===== src/design/rcpr_pkg.sv =====
package rcpr_pkg;

    // Default width of the tick counters.
    localparam int CNT_BITS_DEF = 16;

    // Width of the configuration register index on the write port.
    localparam int CFG_IDX_W = 8;
    // Width of the configuration write data, set by the widest register.
    localparam int CFG_DATA_W = 16;

    // Configuration register indexes.
    localparam logic [CFG_IDX_W-1:0] CFG_TICK_DIVIDER    = 8'd0;
    localparam logic [CFG_IDX_W-1:0] CFG_DISCHARGE_TICKS = 8'd1;
    localparam logic [CFG_IDX_W-1:0] CFG_TIMEOUT_TICKS   = 8'd2;
    localparam logic [CFG_IDX_W-1:0] CFG_CENTRE_VALUE    = 8'd3;

    // Register reset values.
    localparam logic [7:0]  TICK_DIVIDER_RST    = 8'd5;
    localparam logic [7:0]  DISCHARGE_TICKS_RST = 8'd10;
    localparam logic [15:0] TIMEOUT_TICKS_RST   = 16'hFFFF;
    localparam logic [7:0]  CENTRE_VALUE_RST    = 8'd127;

    // Saturation limit of a position.
    localparam logic [7:0] POS_MAX = 8'd255;

    // Sequence phases.
    localparam logic [1:0] PH_DIS_X  = 2'd0;
    localparam logic [1:0] PH_MEAS_X = 2'd1;
    localparam logic [1:0] PH_DIS_Y  = 2'd2;
    localparam logic [1:0] PH_MEAS_Y = 2'd3;

    typedef struct packed {
        logic x_level;
        logic y_level;
        logic button_first;
        logic button_second;
    } t_in_item;

    typedef struct packed {
        logic       drive_x_low;
        logic       drive_y_low;
        logic       report_valid;
        logic [7:0] x_position;
        logic [7:0] y_position;
        logic [1:0] button_bits;
    } t_out_item;

endpackage


===== src/design/rc_paddle_position_reader.sv =====
// The result item for an input tick is registered in the cycle after the tick is taken.
// Throughput: one tick item per cycle while results are taken; the phase sequencer and counters step once per item.
// A result that waits untaken holds off the input; a new item enters in the cycle the waiting
// one is taken, so items flow back to back with no gap while the output side is ready.
// Reset: synchronous, active low; configuration returns to its defaults, the sequencer starts
// at the discharge X phase with all counters and the last-report record cleared.
module rc_paddle_position_reader #(
    parameter int COUNT_BITS = rcpr_pkg::CNT_BITS_DEF
) (
    input  logic                           i_clk,
    input  logic                           i_rst_n,

    input  logic                           i_in_valid,
    output logic                           o_in_ready,
    input  rcpr_pkg::t_in_item             i_in_item,

    output logic                           o_out_valid,
    input  logic                           i_out_ready,
    output rcpr_pkg::t_out_item            o_out_item,

    input  logic                           i_cfg_valid,
    output logic                           o_cfg_ready,
    input  logic [rcpr_pkg::CFG_IDX_W-1:0] i_cfg_index,
    input  logic [rcpr_pkg::CFG_DATA_W-1:0] i_cfg_data
);

    // Counters and the timeout register are compared at the wider of the two widths.
    localparam int CMP_W = (COUNT_BITS > 16) ? COUNT_BITS : 16;
    localparam logic [COUNT_BITS-1:0] COUNT_MAX = {COUNT_BITS{1'b1}};

    // Configuration registers. The port never stalls a write.
    logic [7:0]  r_tick_divider;
    logic [7:0]  r_discharge_ticks;
    logic [15:0] r_timeout_ticks;
    logic [7:0]  r_centre_value;

    assign o_cfg_ready = 1'b1;

    always_ff @(posedge i_clk) begin
        if (!i_rst_n) begin
            r_tick_divider    <= rcpr_pkg::TICK_DIVIDER_RST;
            r_discharge_ticks <= rcpr_pkg::DISCHARGE_TICKS_RST;
            r_timeout_ticks   <= rcpr_pkg::TIMEOUT_TICKS_RST;
            r_centre_value    <= rcpr_pkg::CENTRE_VALUE_RST;
        end else if (i_cfg_valid) begin
            unique case (i_cfg_index)
                rcpr_pkg::CFG_TICK_DIVIDER:    r_tick_divider    <= i_cfg_data[7:0];
                rcpr_pkg::CFG_DISCHARGE_TICKS: r_discharge_ticks <= i_cfg_data[7:0];
                rcpr_pkg::CFG_TIMEOUT_TICKS:   r_timeout_ticks   <= i_cfg_data[15:0];
                rcpr_pkg::CFG_CENTRE_VALUE:    r_centre_value    <= i_cfg_data[7:0];
                default: begin
                    // Writes beyond the register list are dropped.
                end
            endcase
        end
    end

    // Sequencer state. r_raw counts discharge ticks in the discharge phases and
    // charge ticks in the measure phases. The position is kept alongside the count
    // by a sub-counter that rolls over every tick_divider ticks.
    logic [1:0]            r_phase,        n_phase;
    logic [COUNT_BITS-1:0] r_raw,          n_raw;
    logic [7:0]            r_sub,          n_sub;
    logic [7:0]            r_pos,          n_pos;
    logic [COUNT_BITS-1:0] r_x_raw,        n_x_raw;
    logic [7:0]            r_x_result,     n_x_result;
    logic                  r_x_timed_out,  n_x_timed_out;
    logic [1:0]            r_buttons,      n_buttons;
    logic [COUNT_BITS:0]   r_rep_x_raw,    n_rep_x_raw;
    logic [COUNT_BITS:0]   r_rep_y_raw,    n_rep_y_raw;
    logic [1:0]            r_rep_buttons,  n_rep_buttons;

    // Output register.
    logic                  r_out_valid;
    rcpr_pkg::t_out_item   r_out_item,     n_out_item;

    logic                  in_fire;

    // An item is taken whenever the output register is empty or being emptied.
    assign o_in_ready  = !r_out_valid || i_out_ready;
    assign in_fire     = i_in_valid && o_in_ready;
    assign o_out_valid = r_out_valid;
    assign o_out_item  = r_out_item;

    // Shared helpers for one tick.
    logic [7:0]            div_eff;
    logic [7:0]            dis_eff;
    logic [COUNT_BITS-1:0] raw_inc;
    logic [7:0]            sub_inc;
    logic                  at_limit;
    logic                  meas_level;
    logic                  meas_done;
    logic                  meas_timed;
    logic                  dis_done;
    logic [7:0]            meas_result;
    logic [COUNT_BITS:0]   xr_mark;
    logic [COUNT_BITS:0]   yr_mark;
    logic                  changed;

    always_comb begin
        // A zero divider or a zero discharge length acts as one.
        div_eff    = (r_tick_divider == 8'd0) ? 8'd1 : r_tick_divider;
        dis_eff    = (r_discharge_ticks == 8'd0) ? 8'd1 : r_discharge_ticks;
        raw_inc    = r_raw + 1'b1;
        sub_inc    = r_sub + 8'd1;
        dis_done   = (raw_inc >= COUNT_BITS'(dis_eff));
        at_limit   = (CMP_W'(r_raw) >= CMP_W'(r_timeout_ticks)) || (r_raw == COUNT_MAX);
        meas_level = (r_phase == rcpr_pkg::PH_MEAS_Y) ? i_in_item.y_level
                                                      : i_in_item.x_level;
        // The pin level is checked before the tick is counted.
        meas_done  = meas_level || at_limit;
        meas_timed = !meas_level;
        meas_result = meas_timed ? r_centre_value : r_pos;
        xr_mark    = {r_x_timed_out, r_x_raw};
        yr_mark    = {meas_timed, r_raw};
        changed    = (xr_mark != r_rep_x_raw) || (yr_mark != r_rep_y_raw)
                  || (r_buttons != r_rep_buttons);

        n_phase       = r_phase;
        n_raw         = r_raw;
        n_sub         = r_sub;
        n_pos         = r_pos;
        n_x_raw       = r_x_raw;
        n_x_result    = r_x_result;
        n_x_timed_out = r_x_timed_out;
        n_buttons     = r_buttons;
        n_rep_x_raw   = r_rep_x_raw;
        n_rep_y_raw   = r_rep_y_raw;
        n_rep_buttons = r_rep_buttons;
        n_out_item    = '0;

        unique case (r_phase) inside
            rcpr_pkg::PH_DIS_X: begin
                // Buttons are sampled on the first discharge X tick.
                if (r_raw == '0) begin
                    n_buttons = {i_in_item.button_second, i_in_item.button_first};
                end
                n_out_item.drive_x_low = 1'b1;
                n_raw = raw_inc;
                if (dis_done) begin
                    n_phase = rcpr_pkg::PH_MEAS_X;
                    n_raw   = '0;
                    n_sub   = '0;
                    n_pos   = '0;
                end
            end
            rcpr_pkg::PH_DIS_Y: begin
                n_out_item.drive_y_low = 1'b1;
                n_raw = raw_inc;
                if (dis_done) begin
                    n_phase = rcpr_pkg::PH_MEAS_Y;
                    n_raw   = '0;
                    n_sub   = '0;
                    n_pos   = '0;
                end
            end
            rcpr_pkg::PH_MEAS_X, rcpr_pkg::PH_MEAS_Y: begin
                if (meas_done) begin
                    n_raw = '0;
                    if (r_phase == rcpr_pkg::PH_MEAS_X) begin
                        n_x_raw       = r_raw;
                        n_x_timed_out = meas_timed;
                        n_x_result    = meas_result;
                        n_phase       = rcpr_pkg::PH_DIS_Y;
                    end else begin
                        // A report goes out only when something moved since the last one.
                        if (changed) begin
                            n_out_item.report_valid = 1'b1;
                            n_out_item.x_position   = r_x_result;
                            n_out_item.y_position   = meas_result;
                            n_out_item.button_bits  = r_buttons;
                            n_rep_x_raw   = xr_mark;
                            n_rep_y_raw   = yr_mark;
                            n_rep_buttons = r_buttons;
                        end
                        n_phase = rcpr_pkg::PH_DIS_X;
                    end
                end else begin
                    n_raw = raw_inc;
                    n_sub = sub_inc;
                    if (sub_inc >= div_eff) begin
                        n_sub = '0;
                        if (r_pos != rcpr_pkg::POS_MAX) begin
                            n_pos = r_pos + 8'd1;
                        end
                    end
                end
            end
            default: begin
                n_phase = rcpr_pkg::PH_DIS_X;
                n_raw   = '0;
            end
        endcase
    end

    always_ff @(posedge i_clk) begin
        if (!i_rst_n) begin
            r_phase       <= rcpr_pkg::PH_DIS_X;
            r_raw         <= '0;
            r_sub         <= '0;
            r_pos         <= '0;
            r_x_raw       <= '0;
            r_x_result    <= '0;
            r_x_timed_out <= 1'b0;
            r_buttons     <= '0;
            r_rep_x_raw   <= '0;
            r_rep_y_raw   <= '0;
            r_rep_buttons <= '0;
            r_out_valid   <= 1'b0;
        end else begin
            if (in_fire) begin
                r_phase       <= n_phase;
                r_raw         <= n_raw;
                r_sub         <= n_sub;
                r_pos         <= n_pos;
                r_x_raw       <= n_x_raw;
                r_x_result    <= n_x_result;
                r_x_timed_out <= n_x_timed_out;
                r_buttons     <= n_buttons;
                r_rep_x_raw   <= n_rep_x_raw;
                r_rep_y_raw   <= n_rep_y_raw;
                r_rep_buttons <= n_rep_buttons;
                r_out_valid   <= 1'b1;
            end else if (i_out_ready) begin
                r_out_valid   <= 1'b0;
            end
        end
    end

    // The result payload carries no reset; it is loaded with every accepted item.
    always_ff @(posedge i_clk) begin
        if (in_fire) begin
            r_out_item <= n_out_item;
        end
    end

endmodule


===== config.mk =====
export PLATFORM = sky130hd
export DESIGN_NAME = rc_paddle_position_reader
export DESIGN_NICKNAME = d
export VERILOG_FILES = /design/src/design/rcpr_pkg.sv /design/src/design/rc_paddle_position_reader.sv
export SDC_FILE = /design/constraint.sdc
export NUM_CORES = 1
export LEC_CHECK = 0
export BUFFER_PORTS_ARGS = -buffer_cell sky130_fd_sc_hd__buf_2
export CAP_MARGIN = 10
export CORE_ASPECT_RATIO = 2
export CORE_MARGIN = 2
export CORE_UTILIZATION = 40
export CTS_BUF_LIST = sky130_fd_sc_hd__clkbuf_8
export DETAILED_ROUTE_END_ITERATION = 10
export PLACE_DENSITY = 0.63
export SLEW_MARGIN = 10
export SYNTH_ARGS = -nofsm -noshare
export SYNTH_HDL_FRONTEND = slang
export SYNTH_SLANG_ARGS = --single-unit

===== constraint.sdc =====
create_clock -name i_clk -period 4.1 [get_ports i_clk]
set_input_delay 0.615 -clock i_clk [delete_from_list [all_inputs] [get_ports i_clk]]
set_output_delay 0.615 -clock i_clk [all_outputs]
set_load 0.01 [all_outputs]

# [After elaboration in Yosys (flattened, before gate mapping)]
# Index checks and enable logic that the tools add are counted.
[totals] reg_bits=159 input_bits=33 word_cells=104 out_inout_bits=24
[classes] n_reduce_logical=29 addsub=3 mux=25 n_bitwise=4 magnitude_cmp=3 n_eq_ne=18
[ops] operator="8-bit 2-to-1 mux" count=9
[ops] operator="17-bit != test" count=2
[ops] operator="16-bit 2-to-1 mux" count=2
[ops] operator="16-bit case mux with 2 select lines" count=1
[ops] operator="8-bit case mux with 2 select lines" count=2
[ops] operator="8-bit zero test" count=3
[ops] operator="19-bit 2-to-1 mux" count=1
[ops] operator="16-bit by 1-bit adder with 16-bit output (second input constant)" count=1
[ops] operator="8-bit by 1-bit adder with 8-bit output (second input constant)" count=2
[ops] operator="16-bit equality test (second input constant)" count=1
[ops] operator="8-bit by 2-bit equality test with 1-bit output (second input constant)" count=2
[ops] operator="16-bit >= comparator" count=1
[ops] operator="16-bit by 8-bit >= comparator with 1-bit output" count=1
[ops] operator="16-bit zero test" count=1
[ops] operator="2-bit != test (second input constant)" count=6
[ops] operator="4-bit AND reduction" count=3
[ops] operator="8-bit by 1-bit equality test with 1-bit output (second input constant)" count=1
[ops] operator="8-bit >= comparator" count=1
[ops] operator="2-bit 2-to-1 mux" count=4
[ops] operator="8-bit != test (second input constant)" count=1
[ops] operator="2-bit AND reduction" count=4
[ops] operator="2-bit case mux with 3 select lines" count=1
[ops] operator="6-bit AND reduction" count=1
[ops] operator="1-bit logical OR" count=5
[ops] operator="other kinds (15)" count=26

# [Longest topological paths before layout]
[logic_depth] word_depth=8 ltp_mapped=14

# [Worst setup path after synthesis]
# Ideal clock, no wire load.
[synth_path] kind="flip-flop to flip-flop" from="register r_raw[1]" to="register r_phase[0]" path_stages_with_launch=15 required_time_ps=4014 t_arrival_ps=2802 synth_period_minus_slack_ps=2887 setup_slack_ps=1213 path_buffers=3 setup_time_ps=86 cell_sequence="dfxtp_1 ha_1 and3_1 buf_2 nand3_1 xnor2_1 ha_1 a21oi_1 o221ai_1 nor4b_1 a21o_1 buf_6 buf_4 nor2_1 a211oi_1"
[synth_between] elab_chain_len=5
[synth_rtl] item="start: declaration" line_no="rc_paddle_position_reader.sv:62" source="logic [COUNT_BITS-1:0] r_raw, n_raw;"
[synth_rtl] item="start signal: assignment" line_no="rc_paddle_position_reader.sv:213" source="r_raw <= n_raw;"
[synth_rtl] item="branches (longest 4 deep; another with 16-bit by 1-bit adder with 16-bit output)"
[synth_rtl] item="4-bit AND reduction (no line) (*)"
[synth_rtl] item="end signal: assignment" line_no="rc_paddle_position_reader.sv:198" source="r_phase <= rcpr_pkg::PH_DIS_X;"
[synth_rtl] item="end signal: assignment" line_no="rc_paddle_position_reader.sv:212" source="r_phase <= n_phase;"
[synth_rtl] item="end: declaration" line_no="rc_paddle_position_reader.sv:61" source="logic [1:0] r_phase, n_phase;"
# Mark *: on every way between the ends.
# A chain may end at the register's enable or synchronous reset.

# [Final worst setup path]
[layout_path] from="register r_raw[0]" to="register r_raw[8]"
[layout_between] elab_chain_len=5
[layout_rtl] item="branches (longest 4 deep; another with 16-bit by 1-bit adder with 16-bit output)"
[layout_rtl] item="16-bit case mux with 2 select lines (*)" line_no="rc_paddle_position_reader.sv:132" source="unique case (r_phase) inside"
# Marks and branches as above.

==> impl_metrics.ini <==
[sta]
setup_viol = 0
finalHoldViolCount = 0
skew_ps = 17.9
period_needed_ps = 3480
fmax_ghz = 0.287
fin_setup_tns_ps = 0
worst_slew_pin_slew_ps = 810
slew_headroom_pct = 46.0
finalCritPeriodShare_pct = 84.9
drv_slew = 0
rsz0062_at_grt = no

[route]
drc_errors = 0
antenna_left = 0
dr.pass1.iters = 5
drt_wl_total_mm = 21.8
dr_total_vias = 6672
dr_wl_met3_um = 555
avgViaCountPerCell = 5.36
post_drt_wl_per_cell_um = 17.5
top_layer = met4
drt-initial-drc-count = 402
wl_met1_mm = 7.57
wl_met2_mm = 11.5

[setup_path]
max_stage_delay_ps = 550
crit_buf_inv = 1
crit_fanout = 19
crit_slowest_cell = a21o_1
crit_family = compound AO/OA/AOI/OAI gates
crit_type = reg -> reg
setup.worst_path.start = r_raw[0]
crit_required_ps = 4510
cp-end-kind = flip-flop
cp-start-kind = flip-flop
cp.arrival_ps = 3890
path_cells = buf_4, ha_1, and3_1, nand3_1, xnor2_1, ha_1, a21oi_1, o221ai_1, nor4b_1, a21o_1, o21ai_1, nor2_1
r2r_start = r_raw[0]
crit_top_cell = ha_1

[place]
routabilityCongestion = 0.943
port_buffers = 55
placed_cells = 1213
dp_hpwl_mm = 16.4

[final_layout]
nets = 1039
mostFrequentLayoutCells = 153 x nand2_1, 138 x dfxtp_1, 78 x nor2_1
antenna_cells = 0
regArea_sq_mm = 0.00339
layout.cells.non_filler = 1245
drive_gt1_share_pct = 12.9
fillers = 2015
utilization_pct = 44.8
multiInputGateArea_sq_mm = 0.00433
layout_commonest_cell = nand2_1
area_delta_synth_final_pct = 11.0

[pwr]
total_power_mw = 3.07
leakagePower_nw = 3.80
peakVddDrop_mv = 0.158
p_per_area_mw_per_mm2 = 338

[yosys]
synth_ff_type = dfxtp_1
synth_edf_count = 21
synth-seq-cells = 159
yosys_warnings = 0
netlist-cell-type-count = 62
syn_area_per_cell_sq_um = 8.84
synth_cells = 926
netlist_area_sq_mm = 0.00818
seq_area_frac_synth_pct = 41.5
syn-num-nets = 999
async_flop_share_pct = 0

[global_routing]
grt_pass1_vias = 6453
grt_max_degree = 66
grt_pass1_wl_mm = 34.2
grt_use_total_pct = 20.7
antenna_found_initial = 0
grt_overflow_total = 0

[hold_path]
worstHoldStart = i_cfg_data[14]
min_path_type = in -> reg

[run]
cap_violations = 0

[floorplanning]
die_area_sq_mm = 0.0217
io_pins = 57
start_util_pct = 40.4
chipHeight_um = 206
row_count = 74
core_sq_mm = 0.0203
die_w_um = 105

[clock_tree]
cts_tree = yes
cts.sinks = 159
cts.path.max_buffers = 2
cts_resized = 0
htreeDepth = 4
cts_hold_buf = 0
cts_inserted_buffers = 17
clk_pin_slew_worst_paths_ps = 90
clkLatencyLatePin_ps = 480
root_buffer = clkbuf_8
cts_setup_buffers = 0

[run_status]
status = complete, no violations
==> worst paths after layout <==
check | end | slack (ps) | cells past startpoint
setup reg to reg | r_raw[8] | 620 | 12
hold reg to reg | r_discharge_ticks[7] | 460 | 2
hold / removal | r_timeout_ticks[14] | 370 | 3
setup / recovery | r_raw[8] | 620 | 12
==> area by class of cell <==
type                            instances  area share, %
Clock buffer                           17           2.57
Clock inverter                         15           1.24
Inverter                               49           2.02
Multi-Input combinational cell        656           47.7
Sequential cell                       159           37.3
Tap cell                              266           3.66
Timing Repair Buffer                   83           5.51
==> where the power goes <==
part	switching (mW)	internal [mW]
clock	0.621	0.424
sequential	0.0282	1.60
combinational	0.260	0.134
total	0.908	2.16
==> logic make-up (layout without fill, tap and decap cells) <==
| group | count (synthesis) | count (layout) | share of synthesized area, % |
|---|---|---|---|
| simple gates | 350 | 350 | 19.6 |
| flops | 159 | 159 | 41.5 |
| compound gates | 133 | 133 | 11.7 |
| buf+inv | 111 | 164 | 5.79 |
| mux | 75 | 75 | 9.17 |
| xor+xnor | 57 | 57 | 6.10 |
| fa+ha+maj | 40 | 40 | 6.12 |
| other cells | 1 | 1 | 0.0458 |
==> per-stage QoR <==
| step | hold slack [ps] | setup slack, ps | area, sq um |
|---|---|---|---|
| 4_1_cts | 354 | 648 | 9090 |
| 2_1_floorplan | 432 | 1210 | 8180 |
| 3_3_place_gp | 444 | 742 | 8740 |
| 5_1_grt | 373 | 325 | 9090 |
| 3_5_place_dp | 444 | 682 | 8740 |
| 6_report | 370 | 618 | 9090 |
==> registers in the layout (all words and copies together) (netlist names), 8 cells and up <==
register	cells
r_timeout_ticks	16
r_raw	16
r_sub	8
r_rep_x_raw	17
o_out_item	21
r_x_raw	16
r_centre_value	8
r_rep_y_raw	17
r_x_result	8
r_discharge_ticks	8
r_pos	8
r_tick_divider	8
==> worst reg2reg max path, cell delays in order (launching register included) <==
cell and delay, ps:
dfxtp_1 420, buf_4 190, ha_1 240, and3_1 280, nand3_1 120, xnor2_1 210, ha_1 270, a21oi_1 130
o221ai_1 160, nor4b_1 390, a21o_1 550, o21ai_1 280, nor2_1 180
==> per-layer routing <==
metal | GRT usage (%) | vias to the layer above
li1 | - | 3311
met1 | 18.9 | 3151
met2 | 38.1 | 138
met3 | 3.50 | 72
met4 | 19.1 | 0
met5 | 0 | -
==> cells in the mapped netlist, drive strengths merged, types with 2 or more instances <==
library cell	instances	area share (%)
a2111oi	2	0.23
a211o	2	0.21
a211oi	14	1.3
a21o	7	0.64
a21oi	21	1.3
a22oi	5	0.46
a311oi	2	0.21
a31oi	2	0.15
a41o	5	0.61
a41oi	2	0.21
and2	13	0.99
and3	9	0.69
and4	4	0.43
buf	26	1.9
clkbuf	36	1.7
dfxtp	138	34
edfxtp	21	7.7
ha	40	6.1
inv	49	2.2
mux2i	75	9.2
nand2	153	7.0
nand2b	8	0.61
nand3	31	1.9
nand4	15	1.2
nor2	80	3.8
nor2b	2	0.15
nor3	4	0.24
nor4	18	1.5
o2111ai	2	0.21
o211ai	26	2.4
o21ai	19	1.2
o311ai	7	0.75
o31ai	3	0.28
o32ai	4	0.43
o41ai	5	0.54
or2	3	0.23
or3	2	0.15
or4	3	0.28
xnor2	12	1.3
xor2	45	4.8
Power figures use the tool's default switching activity.
